$ cat src/design/cht_pkg.sv
// ----------------------------------------------------------------------------
// cht_pkg
// Shared types, codes and constants of the chained hash table core.
// ----------------------------------------------------------------------------
package cht_pkg;

    localparam int BUCKETS_DEF        = 16;
    localparam int SLOTS_DEF          = 4;
    localparam int RESET_BUCKET_COUNT = 10;
    localparam int KEY_W              = 31;
    localparam int VAL_W              = 64;
    localparam int BC_W               = 5;

    typedef enum logic [2:0] {
        REQ_INSERT    = 3'd0,
        REQ_FIND_KEY  = 3'd1,
        REQ_FIND_VAL  = 3'd2,
        REQ_REMOVE_KEY = 3'd3,
        REQ_REMOVE_VAL = 3'd4,
        REQ_STATS     = 3'd5
    } req_e_t;

    typedef enum logic [3:0] {
        ST_INSERTED  = 4'd0,
        ST_DUPLICATE = 4'd1,
        ST_FULL      = 4'd2,
        ST_FOUND     = 4'd3,
        ST_NOT_FOUND = 4'd4,
        ST_REMOVED   = 4'd5,
        ST_MATCH     = 4'd6,
        ST_VAL_DONE  = 4'd7,
        ST_STATS     = 4'd8
    } status_e_t;

    typedef enum logic [2:0] {
        S_IDLE,
        S_DIV,
        S_BUCKET,
        S_RD,
        S_CHK,
        S_PUSH,
        S_BEND,
        S_DONE
    } state_e_t;

    typedef struct packed {
        logic accept;
        logic div_step;
        logic load_bucket;
        logic rd;
        logic chk;
        logic push;
        logic bend;
        logic emit;
    } cmd_t;

    typedef struct packed {
        logic in_invalid;
        logic in_stats;
        logic in_keyed;
        logic div_done;
        logic fill_zero;
        logic hit_end;
        logic push_need;
        logic last_slot;
        logic more_buckets;
        logic out_free;
    } sts_t;

    typedef struct packed {
        status_e_t          status;
        logic [KEY_W-1:0]   key;
        logic [VAL_W-1:0]   value;
        logic               last;
        logic [6:0]         total;
        logic [4:0]         nonempty;
        logic [31:0]        coll;
    } res_t;

    function automatic res_t make_res(status_e_t st, logic [KEY_W-1:0] k,
                                      logic [VAL_W-1:0] v, logic last);
        res_t r;
        r.status   = st;
        r.key      = k;
        r.value    = v;
        r.last     = last;
        r.total    = '0;
        r.nonempty = '0;
        r.coll     = '0;
        return r;
    endfunction

endpackage

$ cat src/design/cht_ctrl.sv
// ----------------------------------------------------------------------------
// cht_ctrl
// Request sequencer: steps the modulo, bucket scan and result hand-off.
// ----------------------------------------------------------------------------
module cht_ctrl (
    input  logic             aclk,
    input  logic             aresetn,
    input  logic             s_valid,
    output logic             s_ready,
    input  cht_pkg::sts_t    sts,
    output cht_pkg::cmd_t    cmd
);

    cht_pkg::state_e_t state_reg, state_next;

    always_ff @(posedge aclk) begin
        if (!aresetn) begin
            state_reg <= cht_pkg::S_IDLE;
        end else begin
            state_reg <= state_next;
        end
    end

    always_comb begin
        state_next = state_reg;
        unique case (state_reg)
            cht_pkg::S_IDLE: begin
                if (s_valid) begin
                    priority if (sts.in_invalid) state_next = cht_pkg::S_IDLE;
                    else if (sts.in_stats)       state_next = cht_pkg::S_DONE;
                    else if (sts.in_keyed)       state_next = cht_pkg::S_DIV;
                    else                         state_next = cht_pkg::S_BUCKET;
                end
            end
            cht_pkg::S_DIV: begin
                if (sts.div_done) state_next = cht_pkg::S_BUCKET;
            end
            cht_pkg::S_BUCKET: begin
                state_next = sts.fill_zero ? cht_pkg::S_BEND : cht_pkg::S_RD;
            end
            cht_pkg::S_RD: begin
                state_next = cht_pkg::S_CHK;
            end
            cht_pkg::S_CHK: begin
                priority if (sts.hit_end)  state_next = cht_pkg::S_DONE;
                else if (sts.push_need)    state_next = cht_pkg::S_PUSH;
                else if (sts.last_slot)    state_next = cht_pkg::S_BEND;
                else                       state_next = cht_pkg::S_RD;
            end
            cht_pkg::S_PUSH: begin
                if (sts.out_free) begin
                    state_next = sts.last_slot ? cht_pkg::S_BEND : cht_pkg::S_RD;
                end
            end
            cht_pkg::S_BEND: begin
                state_next = sts.more_buckets ? cht_pkg::S_BUCKET : cht_pkg::S_DONE;
            end
            cht_pkg::S_DONE: begin
                if (sts.out_free) state_next = cht_pkg::S_IDLE;
            end
            default: state_next = cht_pkg::S_IDLE;
        endcase
    end

    always_comb begin
        cmd     = '0;
        s_ready = 1'b0;
        unique case (state_reg)
            cht_pkg::S_IDLE: begin
                s_ready    = 1'b1;
                cmd.accept = s_valid;
            end
            cht_pkg::S_DIV:    cmd.div_step    = 1'b1;
            cht_pkg::S_BUCKET: cmd.load_bucket = 1'b1;
            cht_pkg::S_RD:     cmd.rd          = 1'b1;
            cht_pkg::S_CHK:    cmd.chk         = 1'b1;
            cht_pkg::S_PUSH:   cmd.push        = sts.out_free;
            cht_pkg::S_BEND:   cmd.bend        = 1'b1;
            cht_pkg::S_DONE:   cmd.emit        = sts.out_free;
            default: cmd = '0;
        endcase
    end

endmodule

$ cat config.mk
export PLATFORM = sky130hd
export DESIGN_NAME = cht_ctrl
export DESIGN_NICKNAME = d
export VERILOG_FILES = /design/src/design/cht_pkg.sv /design/src/design/cht_ctrl.sv
export SDC_FILE = /design/constraint.sdc
export NUM_CORES = 1
export LEC_CHECK = 0
export ABC_CLOCK_PERIOD_IN_PS = 2050
export BUFFER_PORTS_ARGS = -buffer_cell sky130_fd_sc_hd__buf_2
export CORE_AREA = 2 2 39 41
export CTS_BUF_LIST = sky130_fd_sc_hd__clkbuf_8
export DETAILED_ROUTE_END_ITERATION = 10
export DIE_AREA = 0 0 41 43
export GPL_TIMING_DRIVEN = 0
export SYNTH_ARGS = -nofsm -noshare
export SYNTH_HDL_FRONTEND = slang
export SYNTH_SLANG_ARGS = --single-unit
export TNS_END_PERCENT = 20
$ cat constraint.sdc
create_clock -name aclk -period 2.05 [get_ports aclk]
set_clock_uncertainty 0.15 [all_clocks]
set_input_delay 0.3075 -clock aclk [delete_from_list [all_inputs] [get_ports aclk]]
set_output_delay 0.3075 -clock aclk [all_outputs]
set_load 0.01 [all_outputs]
After elaboration in Yosys (flattened, before gate mapping). Index checks and enable logic that the tools add are counted.

Register bits after elaboration: 3. Word-level logic and storage cells: 36.

Equality and inequality tests: 11. Multiplexer cells: 22. Reductions and logical operators: 2.

Operators by type and width (count): $mux W3 (11); $pmux W3 S8 (1); $eq A3 B3 Y1 const B (4); $mux W1 (9); $ne A2 B2 Y1 const B (4); $eq A3 B2 Y1 const B (2); $reduce_and A4 Y1 (1); $eq A3 B1 Y1 const B (1); $logic_not A3 Y1 (1); $mux W2 (1).

Longest topological paths before layout.
Word-level depth: 5. Mapped depth: 5.

Worst setup path after synthesis. Ideal clock, no wire load.

Path kind: register to register. Start: reg state_reg[2]. End: reg state_reg[1]. Library setup time: 0.119 ns. Data arrival time: 1.231 ns. Data required time: 1.781 ns. Slack: 0.550 ns. Stages on the path, launching flop included: 6. Period minus slack after synthesis: 1.500 ns. Cells stage by stage: dfxtp_1 > buf_6 > or4_4 > o211ai_2 > a21oi_2 > o221a_1.

Longest elaborated chain between the ends: 3.

RTL lines: from (decl) (RTL line cht_ctrl.sv:14) `cht_pkg::state_e_t state_reg, state_next;`; from (signal assigned) (RTL line cht_ctrl.sv:18) `state_reg <= cht_pkg::S_IDLE;`; from (signal assigned) (RTL line cht_ctrl.sv:20) `state_reg <= state_next;`; $eq A3 B1 Y1, or another cell as far along (RTL line cht_ctrl.sv:26) `unique case (state_reg)`; $ne A2 B2 Y1 (no source line); $reduce_and A4 Y1 (no source line).

Several ways; a longest one is shown, not always the timed one. A chain may end at the register's enable or synchronous reset.

==> impl_metrics.json <==
{
  "rrSetupSlack_ns": 0.46,
  "grt_pass1_wl_mm": 1.50,
  "postCtsSetupRepairBufs": 0,
  "worstReg2RegEnd": "state_reg[1]",
  "holdPathStages": 3,
  "seq_area_frac_synth_pct": 16.2,
  "route.detailed.drc": 0,
  "synth-compound-area-share_pct": 31.6,
  "core_area_um2": 1380,
  "ys.flop_type": "dfxtp_1",
  "max_clock_freq_mhz": 566,
  "synthArstFlopShare_pct": 0,
  "cts_resized": 0,
  "tightestPinTransition_ns": 0.344,
  "critPathMaxFanout": 10,
  "finalSetupTns_ns": 0,
  "grt_start_max_net_pins": 11,
  "multi_input_area_um2": 275,
  "cts_tree": "yes",
  "cap_violations": 0,
  "crit_path_end_kind": "output port",
  "cellPowerDensity_nw_per_um2": 1490,
  "cts_htree_levels": 1,
  "clkSinkCount": 3,
  "root_buffer": "clkbuf_8",
  "r2r_cells": 4,
  "status": "finished clean",
  "pin_count": 22,
  "yosysWarnings": 0,
  "syn-num-nets": 64,
  "hold_path.class": "in -> reg",
  "area_delta_synth_final_pct": 45.8,
  "p_leak_nw": 0.270,
  "postSynthCellCount": 51,
  "whs_endpoint": "state_reg[0]",
  "vdd_drop_max_mv": 0.461,
  "synthMuxAreaShare_pct": 5.72,
  "slew_viol_final": 0,
  "slew_headroom_pct": 77.1,
  "final_nets": 90,
  "cp-start-kind": "flop",
  "rows": 14,
  "hold_path_startpoint": "aresetn",
  "worstPathArrival_ns": 1.31,
  "synth_top_family_by_area": "simple AND/OR/NAND/NOR gates",
  "critPathKind": "reg -> out",
  "initial_core_util_pct": 26.9,
  "clk_pin_slew_worst_paths_ns": 0.03,
  "required_ns": 1.59,
  "drtPass1Iterations": 4,
  "final.fill_count": 155,
  "setup_viol": 0,
  "vias": 466,
  "largest_reg_flops": 3,
  "postCtsHoldBufs": 0,
  "numCtsBuffers": 3,
  "via_per_inst": 5.07,
  "rsz0062_at_grt": "no",
  "yosys.cell_types.count": 30,
  "synth-seq-cells": 3,
  "port_buffers": 21,
  "gp_congestion": 0.790,
  "p_total_uw": 807,
  "dieArea_um2": 1760,
  "synth-edff-count": 0,
  "rr_startpoint": "state_reg[0]",
  "synthesis.area_um2": 372,
  "regArea_um2": 60.1,
  "antenna_left": 0,
  "fin_crit_ns": 1.77,
  "antenna_found_initial": 0,
  "dp.final_hpwl_um": 772,
  "ctsLongestPathBuffers": 2,
  "avgSynthCellArea_um2": 7.29,
  "drt-initial-drc-count": 15,
  "drive_above_1_share_pct": 43.4,
  "grt_overflow": 0,
  "grt_usage_pct": 12.2,
  "final_hold_viol_count": 0,
  "yosys.area_share.xor_xnor_pct": 0,
  "fp.dieH_um": 43,
  "grt_pass1_vias": 373,
  "synthAdderAreaFrac_pct": 0,
  "n_antenna_cell": 0,
  "routed_wl_um": 972,
  "die_width_um": 41,
  "synth-simple-area-share_pct": 36.7,
  "wl_per_cell_um": 10.6,
  "fin_crit_sh_pct": 86.1,
  "clkLatencyLatePin_ns": 0.21
}
[power breakdown]
part	switching [mW]	total (mW)	internal (mW)
registers	0.0271	0.114	0.0869
logic	0.289	0.529	0.240
clock network	0.0362	0.163	0.127
total	0.352	0.807	0.455
[final cells by class]
class | instances | share of cell area (%)
multi-input combinational | 41 | 50.8
timing repair buffer | 21 | 19.4
sequential | 3 | 11.1
clock buffer | 3 | 7.62
buffer | 4 | 4.62
tap | 16 | 3.70
inverter | 3 | 2.08
clock inverter | 1 | 0.693
[worst max-delay path by stage]
stage               cells after the start           end  slack, ns    startpoint
floorplan                               5  state_reg[1]       0.55  state_reg[2]
global placement                        4  state_reg[1]       0.48  state_reg[0]
detailed placement                      4  state_reg[1]       0.48  state_reg[0]
CTS                                     5        cmd[2]       0.28  state_reg[2]
global route                            5        cmd[2]       0.17  state_reg[2]
finish                                  5        cmd[2]       0.28  state_reg[2]
[worst max-delay path, stage by stage (launching register included)]
cell,delay (ns)
dfxtp_1,0.31
buf_6,0.13
clkbuf_1,0.30
nand2_1,0.11
nor2_1,0.10
buf_2,0.13
[cell usage after synthesis (2+ instances only)]
cell type / count / area, um2
nor2_1: 5 / 18.8
a21oi_1: 4 / 20.0
o21ai_0: 4 / 20.0
dfxtp_1: 3 / 60.1
inv_1: 3 / 11.3
nand2_1: 3 / 11.3
nand2b_1: 3 / 18.8
and2_1: 2 / 12.5
buf_2: 2 / 10.0
nor2b_1: 2 / 12.5
[cells in the final DEF, fill, tap and decap left out, types with 3 or more instances in the layout]
| master | n |
|---|---|
| dfxtp_1 | 3 |
| nor2_1 | 5 |
| inv_1 | 4 |
| nand2_1 | 3 |
| o21ai_0 | 4 |
| nand2b_1 | 3 |
| buf_2 | 23 |
| clkbuf_8 | 3 |
| a21oi_1 | 4 |
[through the flow]
step	utilization [%]	hold WS (ns)	area, um2	setup WS (ns)	std cells
CTS	39.2	0.198	542	0.278	92
floorplan	-	0.274	372	0.550	51
detailed placement	35.9	0.411	497	0.477	88
global route	39.2	0.205	542	0.168	92
finish	39.2	0.202	542	0.285	92
global placement	35.9	0.414	497	0.485	88
[cells by family (layout without fill, tap and decap cells)]
family,Yosys count,after routing
mux,2,2
simple gates,22,22
buf+inv,7,32
compound gates,17,17
flops,3,3
[per-layer routing]
layer  vias to the layer above  global-route usage (%)  share of wire (%)
met2                        12                    20.9                 53
met4                         0                    4.00                  0
met3                         0                    1.57                4.3
met1                       220                    14.7                 42
met5                         -                       0                  0
li1                        234                       -                  -
(Power assumes the default switching activity.)
